$ cat src/sv/owbm_pkg.sv
package owbm_pkg;

	// Command codes carried in the mode field
	typedef enum logic [1:0] {
		MODE_RESET = 2'd0,
		MODE_WRITE = 2'd1,
		MODE_READ  = 2'd2,
		MODE_NONE  = 2'd3
	} mode_t;

	// Sequencer phases
	typedef enum logic [2:0] {
		PH_IDLE     = 3'd0,
		PH_RST_LOW  = 3'd1,
		PH_RST_WAIT = 3'd2,
		PH_RST_TAIL = 3'd3,
		PH_SLOT_LOW = 3'd4,
		PH_SLOT_REL = 3'd5
	} phase_t;

	// Configuration register indexes
	typedef enum logic [2:0] {
		REG_RESET_LOW     = 3'd0,
		REG_PRESENCE_WAIT = 3'd1,
		REG_RESET_TAIL    = 3'd2,
		REG_SHORT_LOW     = 3'd3,
		REG_SLOT          = 3'd4
	} reg_idx_t;

	localparam int CFG_IDX_W  = 3;
	localparam int CFG_DATA_W = 9;
	localparam int LONG_W     = 9;
	localparam int SHORT_W    = 4;
	localparam int SLOT_W     = 7;

	localparam logic [LONG_W-1:0]  RESET_LOW_DEF     = 9'd480;
	localparam logic [LONG_W-1:0]  PRESENCE_WAIT_DEF = 9'd80;
	localparam logic [LONG_W-1:0]  RESET_TAIL_DEF    = 9'd400;
	localparam logic [SHORT_W-1:0] SHORT_LOW_DEF     = 4'd1;
	localparam logic [SLOT_W-1:0]  SLOT_DEF          = 7'd50;

	// One result item
	typedef struct packed {
		logic       drive_low;
		logic       busy_res;
		logic       done_res;
		logic       presence;
		logic [7:0] read_byte;
	} res_t;

endpackage

$ cat src/sv/owbm_cmd_if.sv
interface owbm_cmd_if;
	logic       valid;
	logic       ready;
	logic       start_req;
	logic [1:0] mode;
	logic [7:0] write_byte;
	logic       line_level;

	modport source (output valid, output start_req, output mode, output write_byte,
		output line_level, input ready);
	modport sink (input valid, input start_req, input mode, input write_byte,
		input line_level, output ready);
endinterface

$ cat src/sv/owbm_res_if.sv
interface owbm_res_if;
	logic       valid;
	logic       ready;
	logic       drive_low;
	logic       busy_res;
	logic       done_res;
	logic       presence;
	logic [7:0] read_byte;

	modport source (output valid, output drive_low, output busy_res, output done_res,
		output presence, output read_byte, input ready);
	modport sink (input valid, input drive_low, input busy_res, input done_res,
		input presence, input read_byte, output ready);
endinterface

$ cat src/sv/onewire_bus_master.sv
// 1-Wire bus master, stepped by one item per microsecond tick.
// cmd channel: each transfer is one tick carrying start_req, mode (reset and
//   presence, write byte, read byte), write_byte and the sampled line_level.
//   A request is taken only while the master is idle; mode 3 is ignored.
// res channel: exactly one result per tick: drive_low for the bus pin,
//   busy_res, done_res on the last tick of a command, presence from the last
//   reset and read_byte from the last completed read.
// Output: the result of a tick is registered and presented in the cycle after its transfer.
// Throughput: one tick per cycle while cmd.ready is high; the next sequencer state and
//   tick counter are computed combinationally from the registered state and the tick's payload.
// Stall: the result register holds a pending result while res.ready is low; cmd.ready stays
//   high while that register is empty or being drained in the same cycle.
// Configuration: five timing registers on cfg_we/cfg_index/cfg_data; the user must write
//   them only while no command runs, which the block does not enforce. A zero duration
//   counts as one tick, and a duration above 2^COUNT_BITS-1 is cut to that value.
// Reset (arst_n low): the sequencer goes idle, presence and read_byte clear,
//   timing registers return to their defaults, no result is pending.
module onewire_bus_master #(
	parameter int COUNT_BITS = 9
) (
	input  logic                              clk,
	input  logic                              arst_n,
	owbm_cmd_if.sink                          cmd,
	owbm_res_if.source                        res,
	input  logic                              cfg_we,
	input  logic [owbm_pkg::CFG_IDX_W-1:0]    cfg_index,
	input  logic [owbm_pkg::CFG_DATA_W-1:0]   cfg_data
);

	localparam int LW = (COUNT_BITS > owbm_pkg::LONG_W) ? COUNT_BITS : owbm_pkg::LONG_W;
	localparam logic [LW-1:0] CAP = LW'((1 << COUNT_BITS) - 1);
	localparam logic [LW-1:0] ONE = LW'(1);

	// Clamp a duration to the range 1 .. CAP
	function automatic logic [LW-1:0] span(input logic [LW-1:0] v);
		logic [LW-1:0] r;
		r = v;
		if (v == '0) r = ONE;
		if (v > CAP) r = CAP;
		return r;
	endfunction

	// Timing registers
	logic [owbm_pkg::LONG_W-1:0]  reset_low_q;
	logic [owbm_pkg::LONG_W-1:0]  presence_wait_q;
	logic [owbm_pkg::LONG_W-1:0]  reset_tail_q;
	logic [owbm_pkg::SHORT_W-1:0] short_low_q;
	logic [owbm_pkg::SLOT_W-1:0]  slot_q;

	// Sequencer state
	owbm_pkg::phase_t        phase_q, phase_d;
	logic [COUNT_BITS-1:0]   tick_q, tick_d;
	logic [2:0]              bit_q, bit_d;
	logic [7:0]              shift_q, shift_d;
	owbm_pkg::mode_t         amode_q, amode_d;
	logic                    pres_q, pres_d;
	logic [7:0]              last_read_q, last_read_d;
	logic                    drive_d, done_d;

	// Result register
	logic                    res_valid_q;
	owbm_pkg::res_t          res_q;

	logic acc;
	logic [LW-1:0]         len;
	logic [COUNT_BITS-1:0] tick_inc;
	logic                  zero_slot;

	assign cmd.ready = !res_valid_q || res.ready;
	assign acc       = cmd.valid && cmd.ready;

	// Write timing registers
	always_ff @(posedge clk or negedge arst_n) begin
		if (!arst_n) begin
			reset_low_q     <= owbm_pkg::RESET_LOW_DEF;
			presence_wait_q <= owbm_pkg::PRESENCE_WAIT_DEF;
			reset_tail_q    <= owbm_pkg::RESET_TAIL_DEF;
			short_low_q     <= owbm_pkg::SHORT_LOW_DEF;
			slot_q          <= owbm_pkg::SLOT_DEF;
		end else if (cfg_we) begin
			unique case (cfg_index)
				owbm_pkg::REG_RESET_LOW:     reset_low_q     <= cfg_data[owbm_pkg::LONG_W-1:0];
				owbm_pkg::REG_PRESENCE_WAIT: presence_wait_q <= cfg_data[owbm_pkg::LONG_W-1:0];
				owbm_pkg::REG_RESET_TAIL:    reset_tail_q    <= cfg_data[owbm_pkg::LONG_W-1:0];
				owbm_pkg::REG_SHORT_LOW:     short_low_q     <= cfg_data[owbm_pkg::SHORT_W-1:0];
				owbm_pkg::REG_SLOT:          slot_q          <= cfg_data[owbm_pkg::SLOT_W-1:0];
				default: ;
			endcase
		end
	end

	// Advance the sequencer by one tick
	always_comb begin
		phase_d     = phase_q;
		tick_d      = tick_q;
		bit_d       = bit_q;
		shift_d     = shift_q;
		amode_d     = amode_q;
		pres_d      = pres_q;
		last_read_d = last_read_q;
		drive_d     = 1'b0;
		done_d      = 1'b0;
		len         = ONE;
		zero_slot   = 1'b0;
		tick_inc    = '0;

		// Take a new command when idle
		if (phase_q == owbm_pkg::PH_IDLE && cmd.start_req
				&& owbm_pkg::mode_t'(cmd.mode) != owbm_pkg::MODE_NONE) begin
			amode_d = owbm_pkg::mode_t'(cmd.mode);
			shift_d = (amode_d == owbm_pkg::MODE_WRITE) ? cmd.write_byte : 8'd0;
			bit_d   = 3'd0;
			tick_d  = '0;
			phase_d = (amode_d == owbm_pkg::MODE_RESET) ? owbm_pkg::PH_RST_LOW
				: owbm_pkg::PH_SLOT_LOW;
		end

		if (phase_d != owbm_pkg::PH_IDLE) begin
			zero_slot = (amode_d == owbm_pkg::MODE_WRITE) && !shift_d[bit_d];
			unique case (phase_d)
				owbm_pkg::PH_RST_LOW: begin
					len     = span(LW'(reset_low_q));
					drive_d = 1'b1;
				end
				owbm_pkg::PH_RST_WAIT: len = span(LW'(presence_wait_q));
				owbm_pkg::PH_RST_TAIL: len = span(LW'(reset_tail_q));
				owbm_pkg::PH_SLOT_LOW: begin
					drive_d = 1'b1;
					len     = zero_slot ? span(LW'(slot_q)) : span(LW'(short_low_q));
				end
				default: begin
					len = zero_slot ? span(LW'(short_low_q)) : span(LW'(slot_q));
					// Sample the read bit on the first released tick
					if (amode_d == owbm_pkg::MODE_READ && tick_d == '0 && cmd.line_level)
						shift_d[bit_d] = 1'b1;
				end
			endcase

			tick_inc = tick_d + 1'b1;
			if (LW'(tick_inc) >= len) begin
				tick_d = '0;
				unique case (phase_d)
					owbm_pkg::PH_RST_LOW: phase_d = owbm_pkg::PH_RST_WAIT;
					owbm_pkg::PH_RST_WAIT: begin
						pres_d  = !cmd.line_level;
						phase_d = owbm_pkg::PH_RST_TAIL;
					end
					owbm_pkg::PH_RST_TAIL: begin
						phase_d = owbm_pkg::PH_IDLE;
						done_d  = 1'b1;
					end
					owbm_pkg::PH_SLOT_LOW: phase_d = owbm_pkg::PH_SLOT_REL;
					default: begin
						if (bit_d == 3'd7) begin
							if (amode_d == owbm_pkg::MODE_READ) last_read_d = shift_d;
							phase_d = owbm_pkg::PH_IDLE;
							done_d  = 1'b1;
							bit_d   = 3'd0;
						end else begin
							bit_d   = bit_d + 3'd1;
							phase_d = owbm_pkg::PH_SLOT_LOW;
						end
					end
				endcase
			end else begin
				tick_d = tick_inc;
			end
		end
	end

	// Hold sequencer state; update on each tick transfer
	always_ff @(posedge clk or negedge arst_n) begin
		if (!arst_n) begin
			phase_q     <= owbm_pkg::PH_IDLE;
			tick_q      <= '0;
			bit_q       <= 3'd0;
			shift_q     <= 8'd0;
			amode_q     <= owbm_pkg::MODE_RESET;
			pres_q      <= 1'b0;
			last_read_q <= 8'd0;
		end else if (acc) begin
			phase_q     <= phase_d;
			tick_q      <= tick_d;
			bit_q       <= bit_d;
			shift_q     <= shift_d;
			amode_q     <= amode_d;
			pres_q      <= pres_d;
			last_read_q <= last_read_d;
		end
	end

	// Result valid: set on transfer in, drop on transfer out
	always_ff @(posedge clk or negedge arst_n) begin
		if (!arst_n) begin
			res_valid_q <= 1'b0;
		end else if (acc) begin
			res_valid_q <= 1'b1;
		end else if (res.ready) begin
			res_valid_q <= 1'b0;
		end
	end

	// Result payload
	always_ff @(posedge clk) begin
		if (acc) begin
			res_q.drive_low <= drive_d;
			res_q.busy_res  <= (phase_d != owbm_pkg::PH_IDLE);
			res_q.done_res  <= done_d;
			res_q.presence  <= pres_d;
			res_q.read_byte <= last_read_d;
		end
	end

	assign res.valid     = res_valid_q;
	assign res.drive_low = res_q.drive_low;
	assign res.busy_res  = res_q.busy_res;
	assign res.done_res  = res_q.done_res;
	assign res.presence  = res_q.presence;
	assign res.read_byte = res_q.read_byte;

`ifndef SYNTHESIS
	// Every accepted tick yields a result next cycle
	a_result_follows: assert property (@(posedge clk) disable iff (!arst_n)
		acc |=> res.valid)
		else $error("tick accepted without a result");

	// An idle tick with no request reports not busy
	a_idle_not_busy: assert property (@(posedge clk) disable iff (!arst_n)
		(acc && phase_q == owbm_pkg::PH_IDLE && !cmd.start_req) |=> !res.busy_res)
		else $error("busy reported on an idle tick");

	// The reset pulse always pulls the bus low
	a_reset_drives: assert property (@(posedge clk) disable iff (!arst_n)
		(acc && phase_q == owbm_pkg::PH_RST_LOW) |=> res.drive_low)
		else $error("bus released during reset pulse");

	// A finishing command leaves the master idle
	a_done_idle: assert property (@(posedge clk) disable iff (!arst_n)
		(acc && done_d) |=> (phase_q == owbm_pkg::PH_IDLE && res.done_res && !res.busy_res))
		else $error("done without returning to idle");
`endif

endmodule

$ cat src/flat_wrapper.sv
// flat-port wrapper written by rule: the top's interface ports become plain ports
module onewire_bus_master_flat 
#(
	parameter int COUNT_BITS = 9
)
  (clk, arst_n, cfg_we, cfg_index, cfg_data, cmd_valid, cmd_start_req, cmd_mode, cmd_write_byte, cmd_line_level, cmd_ready, res_valid, res_drive_low, res_busy_res, res_done_res, res_presence, res_read_byte, res_ready);
  owbm_cmd_if cmd_i ();
  owbm_res_if res_i ();
  input  logic clk;
  input  logic arst_n;
  input  logic cfg_we;
  input  logic [owbm_pkg::CFG_IDX_W-1:0] cfg_index;
  input  logic [owbm_pkg::CFG_DATA_W-1:0] cfg_data;
  input wire logic [$bits(cmd_i.valid)-1:0] cmd_valid;
  input wire logic [$bits(cmd_i.start_req)-1:0] cmd_start_req;
  input wire logic [$bits(cmd_i.mode)-1:0] cmd_mode;
  input wire logic [$bits(cmd_i.write_byte)-1:0] cmd_write_byte;
  input wire logic [$bits(cmd_i.line_level)-1:0] cmd_line_level;
  output wire logic [$bits(cmd_i.ready)-1:0] cmd_ready;
  output wire logic [$bits(res_i.valid)-1:0] res_valid;
  output wire logic [$bits(res_i.drive_low)-1:0] res_drive_low;
  output wire logic [$bits(res_i.busy_res)-1:0] res_busy_res;
  output wire logic [$bits(res_i.done_res)-1:0] res_done_res;
  output wire logic [$bits(res_i.presence)-1:0] res_presence;
  output wire logic [$bits(res_i.read_byte)-1:0] res_read_byte;
  input wire logic [$bits(res_i.ready)-1:0] res_ready;
  assign cmd_i.valid = cmd_valid;
  assign cmd_i.start_req = cmd_start_req;
  assign cmd_i.mode = cmd_mode;
  assign cmd_i.write_byte = cmd_write_byte;
  assign cmd_i.line_level = cmd_line_level;
  assign cmd_ready = cmd_i.ready;
  assign res_valid = res_i.valid;
  assign res_drive_low = res_i.drive_low;
  assign res_busy_res = res_i.busy_res;
  assign res_done_res = res_i.done_res;
  assign res_presence = res_i.presence;
  assign res_read_byte = res_i.read_byte;
  assign res_i.ready = res_ready;
  onewire_bus_master #(.COUNT_BITS(COUNT_BITS)) u_core (.clk(clk), .arst_n(arst_n), .cmd(cmd_i), .res(res_i), .cfg_we(cfg_we), .cfg_index(cfg_index), .cfg_data(cfg_data));
endmodule
$ cat config.mk
export PLATFORM = sky130hd
export DESIGN_NAME = onewire_bus_master_flat
export DESIGN_NICKNAME = d
export VERILOG_FILES = /design/src/sv/owbm_pkg.sv /design/src/sv/owbm_cmd_if.sv /design/src/sv/owbm_res_if.sv /design/src/sv/onewire_bus_master.sv /design/src/flat_wrapper.sv
export SDC_FILE = /design/constraint.sdc
export NUM_CORES = 1
export LEC_CHECK = 0
export BUFFER_PORTS_ARGS = -buffer_cell sky130_fd_sc_hd__buf_4
export CORE_ASPECT_RATIO = 1.5
export CORE_MARGIN = 5
export CORE_UTILIZATION = 24
export DETAILED_ROUTE_END_ITERATION = 10
export GPL_TIMING_DRIVEN = 1
export PLACE_DENSITY = 0.51
export SETUP_SLACK_MARGIN = 0.1
export SYNTH_ARGS = -nofsm -noshare
export SYNTH_HDL_FRONTEND = slang
export SYNTH_SLANG_ARGS = --single-unit
$ cat constraint.sdc
create_clock -name clk -period 5.35 [get_ports clk]
set_clock_uncertainty 0.05 [all_clocks]
set_input_delay 0.2675 -clock clk [delete_from_list [all_inputs] [get_ports clk]]
set_output_delay 0.2675 -clock clk [all_outputs]
set_load 0.005 [all_outputs]
== Yosys cells after proc, flatten, opt, wreduce, memory -nomap -nowiden ==
Index checks and enable logic that the tools add are counted.

* Flip-flop bits (word level): 85
* Bits of input ports: 29
* Output and inout bits: 14
* Logic and storage cells: 121

* $add $sub $neg: 2
* $lt $le $gt $ge: 6
* Equal/unequal tests: 13
* Multiplexer cells: 49
* Bitwise logic cells: 1
* Reduce and logical (&&, ||, !) cells: 32

{| class="wikitable"
|+ Operators by type and width
! operator !! number
|-
| two-way mux 9 bit || 10
|-
| two-way mux 8 bit || 10
|-
| logical NOT 9 bit || 4
|-
| one-hot mux 9 bit (4 select lines) || 1
|-
| two-way mux 3 bit || 10
|-
| > comparator 9 bit, second input constant || 3
|-
| two-way mux 7 bit || 3
|-
| == test 3 x 2 -> 1 bit, second input constant || 4
|-
| one-hot mux 3 bit (4 select lines) || 1
|-
| AND reduction 2 bit || 6
|-
| adder 9 x 1 -> 9 bit, second input constant || 1
|-
| == test 3 bit, second input constant || 3
|-
| >= comparator 9 bit || 1
|-
| two-way mux 1 bit || 9
|-
| bitwise OR 8 bit || 1
|-
| logical AND 1 bit || 7
|-
| logical NOT 7 bit || 1
|-
| == test 3 x 1 -> 1 bit, second input constant || 2
|-
| logical NOT 3 bit || 2
|-
| nonzero test 3 bit || 2
|-
| == test 2 x 1 -> 1 bit, second input constant || 2
|-
| logical NOT 4 bit || 1
|-
| less-than comparator 3 x 4 -> 1 bit, second input constant || 1
|-
| two-way mux 4 bit || 1
|-
| other kinds (15) || 17
|}

== Depth between registers and ports, before layout ==
Gate-level depths: netlist of the first run.

* Depth in word-level cells: 16
* Gate-level depth with buffers: 20
* Depth with buffers taken out: 17

== Least setup slack after synthesis of the first run ==
Ideal clock, no wire load.

* Path kind: register to register
* From: register u_core.phase_q[1]
* To: register u_core.res.read_byte[1] (netlist name)
* Library setup time: 262 ps
* Data arrival time: 3625 ps
* Required time: 5038 ps
* Slack: 1413 ps
* Stages on the path, launching flop included: 19
* Buffers on the path: 3
* Period minus slack after synthesis: 3937 ps
* Path through: dfrtp_1 -> buf_4 -> nor4b_4 -> nand2_1 -> buf_2 -> nand2_1 -> inv_1 -> ha_1 -> nand2_1 -> or3_1 -> nor2_1 -> xnor2_1 -> nor2_1 -> ha_1 -> or3_1 -> a221oi_4 -> nor3_4 -> buf_4 -> mux2_1

* Longest elaborated chain between the ends: 16
* Elaborated cells between the ends (all ways): 43
* Classes of those cells: 1 x add/sub; 3 x order compare; 7 x eq/ne; 20 x mux; 1 x bitwise; 11 x reduce/logical

{| class="wikitable"
|+ Ends and longest elaborated chain
! item !! RTL line !! RTL
|-
| start, declared || onewire_bus_master.sv:51 || <nowiki>owbm_pkg::phase_t phase_q, phase_d;</nowiki>
|-
| start signal, assigned || onewire_bus_master.sv:174 || <nowiki>phase_q <= owbm_pkg::PH_IDLE;</nowiki>
|-
| start signal, assigned || onewire_bus_master.sv:182 || <nowiki>phase_q <= phase_d;</nowiki>
|-
| parallel branches: the longest is 15 deep, another holds >= comparator 9 bit || - ||
|-
| two-way mux 8 bit * || onewire_bus_master.sv:118 || <nowiki>if (phase_d != owbm_pkg::PH_IDLE) begin</nowiki>
|-
| net u_core.last_read_d[1] || onewire_bus_master.sv:57 || <nowiki>logic [7:0] last_read_q, last_read_d;</nowiki>
|}

Mark *: on every way through the listed nets, which the timed path passes. The select of a mux whose other input is x is not followed.
A chain may end at the register's enable or synchronous reset.

== Worst setup path in the final report of the first run ==
* From: register u_core.phase_q[2]
* To: register u_core.res.presence (netlist name)

* Longest elaborated chain between the ends: 14
* Elaborated cells between the ends (all ways): 27
* Classes of those cells: 1 x add/sub; 1 x order compare; 5 x eq/ne; 14 x mux; 6 x reduce/logical

{| class="wikitable"
|+ Ends and longest elaborated chain
! item !! RTL line !! RTL
|-
| logical NOT 3 bit || onewire_bus_master.sv:108 || <nowiki>if (phase_q == owbm_pkg::PH_IDLE && cmd.start_req</nowiki>
|-
| logical AND 1 bit || onewire_bus_master.sv:108 ||
|-
| logical AND 1 bit || onewire_bus_master.sv:109 || <nowiki>&& owbm_pkg::mode_t'(cmd.mode) != owbm_pkg::MODE_NONE) begin</nowiki>
|-
| two-way mux 8 bit or two-way mux 3 bit (tied branches) || onewire_bus_master.sv:108 ||
|-
| binary-select mux 1 bit (select 3 bit) || onewire_bus_master.sv:119 || <nowiki>zero_slot = (amode_d == owbm_pkg::MODE_WRITE) && !shift_d[bit_d];</nowiki>
|-
| two-way mux 1 bit (not written as such) || onewire_bus_master.sv:119 ||
|-
| logical NOT 1 bit || onewire_bus_master.sv:119 ||
|-
| logical AND 1 bit || onewire_bus_master.sv:119 ||
|-
| two-way mux 7 bit (on tied branches) || onewire_bus_master.sv:132, onewire_bus_master.sv:129 ||
|-
| one-hot mux 9 bit (4 select lines) || onewire_bus_master.sv:120 || <nowiki>unique case (phase_d)</nowiki>
|-
| two-way mux 9 bit || onewire_bus_master.sv:118 ||
|-
| >= comparator 9 bit || onewire_bus_master.sv:140 || <nowiki>if (LW'(tick_inc) >= len) begin</nowiki>
|-
| two-way mux 1 bit || onewire_bus_master.sv:140 ||
|-
| two-way mux 1 bit * || onewire_bus_master.sv:118 ||
|-
| net u_core.pres_d || onewire_bus_master.sv:56 || <nowiki>logic pres_q, pres_d;</nowiki>
|}

Mark *: on every way through the listed nets, which the timed path passes. The rest lies on a longest branch. The select of a mux whose other input is x is not followed.

==> summary.txt, run 1 <==
Synth
  • Syn_area_per_cell: 10.9 um2
  • Fraction of registers with async set/reset: 85.9%
  • Post-synthesis simple-gate area fraction: 15.2%
  • Post-Synthesis Net Count: 493
  • Proportion of synthesized area in mux cells: 16.7%
  • Compound-Gate Fraction of Synth Area: 15.6%
  • Syn. warnings: 0
  • Xor/xnor cell area share of the yosys netlist: 1.61%
  • Top post-synthesis cells by area: dfrtp_1 (31%), mux2_2 (11%), edfxtp_1 (7.4%)
  • Count leader, synth: dfrtp_1
  • Yosys top cell area share: 30.7%
  • Main combinational cell family by area after synthesis: multiplexers
  • Synthesized-area fraction occupied by adder cells: 3.32%
  • Post-synth top area cell: dfrtp_1
  • Ys flop type: dfrtp_1
  • Post-synthesis register bit count: 85
  • Number of synthesized flops with an enable pin: 12
  • Unique cell type count in the Yosys netlist: 68
  • Mapped Cells: 451
  • Mapped Area: 4900 um2
  • List of most frequent post-synthesis cells: dfrtp_1 (60), mux2_2 (47), nand2_1 (47), nor2_1 (30), o21ai_0 (24)
  • Seq/Total Area, Yosys: 45.0%

Setup path
  • Slowest Stage Delay on Critical Path: 580 ps
  • Setup crit start kind: register
  • Crit path max fanout: 14
  • Delay-heaviest family, CP: simple AND/OR/NAND/NOR gates
  • Crit-path slowest cell: nor4b_4
  • Crit path required time: 5480 ps
  • CP bufs+invs: 1
  • CP Capture Type: register
  • CP cell instances: nor4b_4, nand2_1, nand2_1, inv_1, ha_1, nand2_1, or3_1, nor2_1, xnor2_1, nor2_1, ha_1, or3_1, a221oi_4, nor2b_1, nand2_1, mux2i_1
  • Worst EP arrival: 4520 ps
  • Crit Path Class: register to register
  • Most frequent CP cell: nand2_1

Timing
  • Setup_tns: 0 ps
  • Final worst setup slack: 966 ps
  • RSZ-0062 raised after global routing: no
  • Setup violators final: 0
  • Relative slew slack: 28.4%
  • Fmax: 228 MHz
  • Final Hold Viols: 0
  • Hold Slack: 10.1 ps
  • Final cycle utilization of the critical path: 82.0%
  • Fin crit period: 4380 ps
  • Worst-Margin Slew: 1070 ps
  • Pins Over Slew Limit: 0

Min path
  • Hold crit path type: primary input to async pin

Power and ir drop
  • Pwr Density: 498 nW/um2
  • Switching Share: 39.8%
  • Clk pwr share: 23.5%
  • LEAKAGE: 2.39 nW
  • Reg power frac: 34.6%
  • Worst vdd ir: 0.188 mV
  • Sw Pwr: 1.15 mW
  • Pint: 1.74 mW
  • Design Power: 2.89 mW
  • Gate power share: 41.9%

Die
  • Die area: 23400 um2
  • Chip Height: 185 um
  • Initial Util: 24.2%
  • Rows: 64
  • Die Span X: 127 um
  • Core area: 20300 um2
  • I/O Pins: 43

Placement
  • Routability Congestion: 0.828
  • DP HPWL: 9730 um
  • IO buf count: 42
  • Dpl ws: 999 ps

Drt
  • DRT Pass-1 Iters: 4
  • Drt drc: 0
  • Drt initial violations: 157
  • ANT nets after route: 0
  • Post-DR vias/cell: 4.81
  • Routed WL per cell: 17.0 um
  • Vias: 3654
  • Final WL: 12900 um

Layout
  • Final net count: 533
  • Layout fillers: 2122
  • Ant diodes: 0
  • Share of cells above drive strength 1: 29.6%
  • Multi-input gate area: 2570 um2
  • Area delta synth->final: 18.6%
  • Register area: 2200 um2

Global route
  • Tot GR Track Use: 11.3%
  • Pin count of the biggest net entering global routing: 74
  • Vias in the first global route: 3966
  • Initial antenna violation count: 0
  • First-pass GRT wire length: 20700 um
  • Grt total ovfl: 0

Clocking
  • Post-CTS Resized: 0
  • Clock latency on the worst-skew pair: 350 ps
  • Root buffer cell: clkbuf_16
  • Total CTS buffers: 9
  • Hold_buf cts: 0
  • TritonCTS clock tree: yes
  • CTS H-Tree Depth: 3
  • Clock sinks: 85
  • CTS max path bufs: 2
  • Post-CTS setup buffers: 0
  • CTS clk-pin slew, worst paths: 70 ps

Status
  • Status: completed

Flow run
  • Max Cap Viol: 0
==> kinds of logic after synthesis <==
kind of cell | after synthesis
simple gates | 143
compound gates | 103
flops | 85
mux | 72
buf+inv | 26
fa+ha+maj | 13
xor+xnor | 9
==> power by group through the flow <==
stage          Sequential, mW  Combinational (mW)  Clock, mW
3_3_place_gp             1.01                1.18          0
3_5_place_dp             1.01                1.21          0
5_1_grt                  1.02                1.34      0.723
6_report                 1.00                1.21      0.681
4_1_cts                  1.00                1.22      0.697
2_1_floorplan           0.931               0.948          0
==> worst paths after layout <==
kind                       cells past startpoint  slack (ps)                    end                   from
setup / recovery                              16         970    u_core.res.presence      u_core.phase_q[2]
min in group clk                               2          70          u_core.pres_q         cmd_line_level
hold reg to reg                                1         440  u_core.last_read_q[1]  u_core.last_read_q[1]
hold / removal                                 1          10  u_core.last_read_q[1]                 arst_n
setup reg to reg                              16         970    u_core.res.presence      u_core.phase_q[2]
max in group asynchronous                      1        4590       u_core.slot_q[0]                 arst_n
==> flip-flops by register name (all words and copies together) (netlist names) <==
register and cells:
u_core.res.drive_low 1, u_core.last_read_q 8, u_core.phase_q 3, u_core.shift_q 8, u_core.reset_low_q 9, u_core.res.busy_res 1, u_core.tick_q 9, u_core.res.valid 1
u_core.res.presence 1, u_core.amode_q 2, u_core.res.read_byte 8, u_core.slot_q 7, u_core.pres_q 1, u_core.res.done_res 1, u_core.presence_wait_q 9, u_core.short_low_q 4
u_core.reset_tail_q 9, u_core.bit_q 3
==> area by class of cell <==
cell class,count,share of cell area [%]
Clock buffer,10,4.31
Clock inverter,6,1.23
Inverter,8,0.517
Multi-Input combinational cell,340,44.2
Sequential cell,85,38.0
Tap cell,264,5.69
Timing Repair Buffer,47,6.08
==> metal layers <==
metal	routed length, um	up-vias	part of all wire [%]	GRT usage (%)
li1	-	1753	-	-
met1	4950	1786	38	11.6
met2	7120	88	55	21.4
met3	484	27	3.8	2.60
met4	337	0	2.6	5.15
met5	0	-	0	0
==> placed cells by master (no fill, tap or decap), types with 3 or more instances in the layout <==
cell type   n
nand2b_1    9
a221oi_1    5
mux2i_1    12
ha_1       13
a21boi_0    7
o41ai_1     5
nand2_1    47
nor4_1      8
a22oi_1     4
mux2_2     47
xor2_1      5
nor2_1     30
a22o_1      5
o21a_1      5
dfrtp_1    60
inv_1       7
nand4_1     3
mux2_1      9
o21ai_0    24
buf_4      47
o31ai_1     4
dfstp_2    13
o211ai_1    7
a21o_1      3
nand3_1    14
a21oi_1    13
edfxtp_1   12
xnor2_1     4
inv_6       3
clkbuf_16  10
or3_1       3
nor2b_1     5
nor3_1      6
mux2_4      3
==> stage by stage <==
step | utilization (%) | area [um2] | std cells
finish | 28.7 | 5810 | 760
global route | 28.7 | 5810 | 760
CTS | 28.7 | 5810 | 760
detailed placement | 27.1 | 5480 | 744
global placement | 27.1 | 5480 | 744
floorplan | - | 4900 | 451
(Power assumes the default switching activity.)
==> run 2, diff against run 1 <==
- PLACE_DENSITY: 0.51 -> 0.52
- clock period: 5.35 -> 3.55 ns (I/O delays scaled with it)
==> run 2 against run 1 <==
Compared with the run above:
- the flow now finishes with violations (setup timing)
- clock power increased by 33%
- sequential power increased by 44%
- sequential share of layout area down 4.8 points
- non-clock buffer count increased by 76
- first-iteration DRC count up 47%
- critical path depth decreased by 1
- critical path type unchanged
- critical endpoint is now u_core.res.read_byte[2]
- largest cell class unchanged
- largest power group unchanged
- highest routed layer unchanged
==> summary.txt, run 2 (synthesis results as in run 1) <==
Status
  • Status: complete, but fails checks
  • Failing checks: setup timing

Drt
  • Met3 Wirelength: 415 um
  • Drt initial violations: 231
  • ANT nets after route: 0
  • DRT Pass-1 Iters: 5
  • DR top layer: met4
  • Post-DR vias/cell: 4.76
  • Vias: 3978
  • DRT met1 WL: 5100 um
  • Drt drc: 0
  • Final WL: 13600 um
  • Met2 Wirelength: 7530 um
  • Routed WL per cell: 16.3 um

Timing
  • Worst-Margin Slew: 1040 ps
  • Setup_tns: -10420 ps
  • Final worst setup slack: -378 ps
  • Setup violators final: 35
  • Final Hold Viols: 0
  • Fmax: 255 MHz
  • Relative slew slack: 29.9%
  • RSZ-0062 raised after global routing: yes
  • Fin crit period: 3930 ps
  • Final cycle utilization of the critical path: 111%
  • Pins Over Slew Limit: 0

Clocking
  • CTS max path bufs: 2
  • CTS clk-pin slew, worst paths: 60 ps
  • Total CTS buffers: 9
  • CTS H-Tree Depth: 3
  • TritonCTS clock tree: yes
  • Clock latency on the worst-skew pair: 350 ps
  • Clock sinks: 85
  • Root buffer cell: clkbuf_16

Setup path
  • CP cell instances: mux4_2, nor2b_4, buf_6, nor3_4, nor2_4, mux2_4, a221oi_2, ha_1, a21o_1, a21o_1, a221oi_4, buf_6, nor3_4, buf_12, mux2_1
  • Reg-to-reg endpoint: u_core.res.read_byte[2]
  • Setup crit start kind: register
  • CP Capture Type: register
  • Worst R2R Path Depth: 15
  • Crit. path cell count: 15
  • Delay-heaviest family, CP: multiplexers
  • Setup crit start: u_core.bit_q[0]
  • Reg2Reg Launch Point: u_core.bit_q[0]
  • Crit path to: u_core.res.read_byte[2]
  • CP bufs+invs: 3
  • Crit path required time: 3600 ps
  • Slowest Stage Delay on Critical Path: 550 ps
  • Reg2reg setup slack: -380 ps
  • Worst EP arrival: 3980 ps
  • Crit-path slowest cell: mux4_2
  • Crit path max fanout: 10
  • Crit Path Class: register to register

Layout
  • Final net count: 609
  • Leading cell types in the layout, fill and taps excluded: buf_4 (103), dfrtp_1 (59), mux2_2 (46)
  • Multi-input gate area: 2800 um2
  • Share of cells above drive strength 1: 44.1%
  • Finished Layout Cells: 836
  • Most common cell after layout, fill and taps aside: buf_4
  • Layout fillers: 2047
  • Ant diodes: 0
  • Area delta synth->final: 35.9%
  • Post-route cell area: 6650 um2
  • Register area: 2200 um2

Global route
  • Vias in the first global route: 4200
  • First-pass GRT wire length: 21400 um
  • Tot GR Track Use: 11.7%
  • Grt total ovfl: 0
  • Pin count of the biggest net entering global routing: 74
  • Initial antenna violation count: 0

Placement
  • DP HPWL: 10400 um
  • Cell Area, Placed: 6010 um2
  • Routability Congestion: 0.868
  • Placed cell count: 805
  • IO buf count: 42

Die
  • Die area: 23400 um2
  • Core area: 20300 um2
  • Rows: 64
  • Die Span X: 127 um
  • Chip Height: 185 um
  • Initial Util: 24.2%
  • I/O Pins: 43

Power and ir drop
  • Pwr Density: 822 nW/um2
  • Design Power: 5.47 mW
  • Gate power share: 57.1%
  • Sw Pwr: 2.11 mW
  • Switching Share: 38.5%
  • Worst vdd ir: 0.400 mV
  • Pint: 3.36 mW
  • LEAKAGE: 2.86 nW
  • Clk pwr share: 16.5%
  • Reg power frac: 26.4%

Min path
  • Hold crit path type: primary input to register
  • Beginning of the worst hold path: cfg_data[7]

Flow run
  • Max Cap Viol: 0
## run 2: cell type report
class / instances / area share, %
inverters: 8 / 0.451
clock inverters: 6 / 0.639
clock buffers: 10 / 3.59
flip-flops and latches: 85 / 33.1
repair buffers: 123 / 15.1
multi-input cells: 340 / 42.1
well taps: 264 / 4.97
## run 2: repair_timing
action                                  in CTS  in global routing
endpoints found under the setup margin      35                 35
resized for setup                           25                 27
cloned                                       0                  1
hold endpoints to repair                    62                  0
pin swaps                                    5                 11
hold buffers                                 3                  0
setup buffers                                2                  9
## run 2: worst min path at each step
stage	end	depth (start not counted)
after global routing	u_core.reset_low_q[7]	2
after detailed placement	u_core.amode_q[0]	1
after CTS	u_core.reset_low_q[7]	2
after floorplan	u_core.amode_q[0]	0
after global placement	u_core.amode_q[0]	1
final	u_core.reset_low_q[7]	2
## run 2: per-layer routing
metal  GRT usage (%)  up-vias
met2            22.1       71
met5               0        -
met3            2.68       32
met1            11.7     1962
li1                -     1913
met4            6.23        0
## run 2: power by group through the flow
stage	sequential [mW]	combinational [mW]	clock [mW]
final	1.44	3.12	0.903
after global placement	1.45	2.38	0
after floorplan	1.40	1.51	0
after detailed placement	1.45	2.44	0
after global routing	1.47	3.38	0.970
after CTS	1.44	2.65	0.930
## run 2: through the flow
stage	setup WS (ps)	util [%]	hold WS [ps]
6_report	-378	32.8	35.7
5_1_grt	-484	32.8	22.7
4_1_cts	-368	31.9	27.7
3_5_place_dp	-489	29.7	339
3_3_place_gp	-394	29.7	325
2_1_floorplan	-260	-	-168
==> run 3, diff against run 2 <==
- CAP_MARGIN: not set -> 20
- CELL_PAD_IN_SITES_DETAIL_PLACEMENT: not set -> 1
- CELL_PAD_IN_SITES_GLOBAL_PLACEMENT: not set -> 2
- PLACE_DENSITY: 0.52 -> 0.67
==> run 3 against run 2 <==
Compared with the run above:
- maximum frequency grew 2.4%
- sequential power about the same
- sequential share of layout area decreased by 0.43 points
- register-to-register slack better by 90 ps
- largest cell class unchanged
- clock-buffer cell count did not move
- routed wire length up 12%
- clock power up 8.5%
- first-iteration DRC count decreased by 52%
- combinational power decreased by 4%
- design area increased by 1.3%
- the flow still finishes with violations (setup timing)
==> summary.txt, run 3 (synthesis results as in run 1) <==
Timing
  • Fmax: 261 MHz
  • Hold Slack: 33.0 ps
  • Worst-Margin Slew: 867 ps
  • Fin crit period: 3840 ps
  • RSZ-0062 raised after global routing: yes
  • Relative slew slack: 42.1%
  • Final cycle utilization of the critical path: 108%
  • Setup violators final: 35
  • Pins Over Slew Limit: 0
  • Final worst setup slack: -286 ps
  • Final Hold Viols: 0

Die
  • Chip Height: 185 um
  • Core area: 20300 um2
  • Die Span X: 127 um
  • Die area: 23400 um2
  • I/O Pins: 43
  • Rows: 64
  • Initial Util: 24.2%

Placement
  • Dpl ws: -466 ps
  • Placed cell count: 816
  • Routability Congestion: 0.810
  • DP HPWL: 11500 um
  • IO buf count: 42

Setup path
  • Crit path required time: 3600 ps
  • Crit Path Class: register to register
  • Reg2reg setup slack: -290 ps
  • CP Capture Type: register
  • Setup crit start kind: register
  • Crit path max fanout: 10
  • Worst EP arrival: 3880 ps
  • Worst R2R Path Depth: 14

Min path
  • Hold crit path type: primary input to register
  • Hold Path Depth: 2

Drt
  • Routed WL per cell: 18.0 um
  • Drt initial violations: 110
  • Drt drc: 0
  • Post-DR vias/cell: 4.80
  • Final WL: 15200 um
  • DRT Pass-1 Iters: 4
  • Vias: 4054
  • ANT nets after route: 0

Clocking
  • Root buffer cell: clkbuf_16
  • CTS clk-pin slew, worst paths: 70 ps
  • TritonCTS clock tree: yes
  • Total CTS buffers: 9
  • CTS H-Tree Depth: 3
  • CTS max path bufs: 2
  • Clock latency on the worst-skew pair: 350 ps
  • Clock sinks: 85

Flow run
  • Max Cap Viol: 0

Layout
  • Share of cells above drive strength 1: 44.7%
  • Most common cell after layout, fill and taps aside: buf_4
  • Finished Layout Cells: 844
  • Final core utilization: 33.3%
  • Area delta synth->final: 37.6%
  • Final net count: 617
  • Ant diodes: 0
  • Leading cell types in the layout, fill and taps excluded: buf_4 (120), dfrtp_1 (60), mux2_2 (47)

Global route
  • First-pass GRT wire length: 24100 um
  • Initial antenna violation count: 0
  • Pin count of the biggest net entering global routing: 74
  • Vias in the first global route: 4573
  • Tot GR Track Use: 13.3%
  • Grt total ovfl: 0

Status
  • Status: complete, but fails checks
  • Failing checks: setup timing

Power and ir drop
  • Worst vdd ir: 0.310 mV
  • Pwr Density: 805 nW/um2
  • LEAKAGE: 2.90 nW
[run 3: changes by cell type in the layout (fill, tap and decap cells not counted), moves of 2 or more]
cell    change
buf_4      +17
nor2_1      +2
nor2_4      -2
buf_6      -13
[run 3: area by class of cell]
cell class | count | area (um2)
clock buffers | 10 | 239
clock inverters | 6 | 67.6
fillers | 2277 | 13500
inverters | 8 | 30.0
multi-input cells | 340 | 2810
flip-flops and latches | 85 | 2200
well taps | 264 | 330
repair buffers | 131 | 1050
[run 3: critical path, stage by stage, from the launching register on]
cell      delay, ps
dfrtp_1         410
or4b_4          590
a21oi_4         170
nor3_4           60
nor2_4          100
mux2_4          360
a221oi_4        320
ha_4            250
a21o_1          150
a21o_1          180
a221oi_4        280
buf_6           160
nor3_4           50
buf_12          150
mux2_4          300
[run 3: per-layer routing]
| layer | part of all wire [%] | track usage (%) |
|---|---|---|
| met1 | 38 | 13.6 |
| met2 | 56 | 26.1 |
| met3 | 2.4 | 2.34 |
| met4 | 3.4 | 5.41 |
| met5 | 0 | 0 |
[run 3: repair_timing]
action,CTS,global route
gates resized for setup,26,10
buffers inserted,6,2
endpoints found under the setup margin,35,35
pin swaps,7,5
hold buffers,3,0
hold endpoints to repair,58,0
[run 3: per-stage QoR]
stage | power, mW | instance area [um2] | setup TNS (ps)
after floorplan | 2.92 | 4990 | -3450
after CTS | 5.37 | 6620 | -9440
after global placement | 3.97 | 6100 | -9350
after detailed placement | 4.05 | 6100 | -11920
after global routing | 5.77 | 6740 | -12380
final | 5.42 | 6740 | -7530
[run 3: final timing paths]
path | to | startpoint
max in group asynchronous | u_core.slot_q[1] | arst_n
worst min register to register | u_core.presence_wait_q[0] | u_core.presence_wait_q[0]
min in group asynchronous | u_core.tick_q[4] | arst_n
worst max register to register | u_core.res.read_byte[2] | u_core.phase_q[0]
worst min-delay path | u_core.reset_low_q[7] | cfg_data[7]
worst max-delay path | u_core.res.read_byte[2] | u_core.phase_q[0]
[run 3: power breakdown]
group          internal [mW]  switching, mW  total [mW]
registers               1.25          0.183        1.44
logic                   1.47           1.53        3.01
clock network          0.570          0.410       0.980
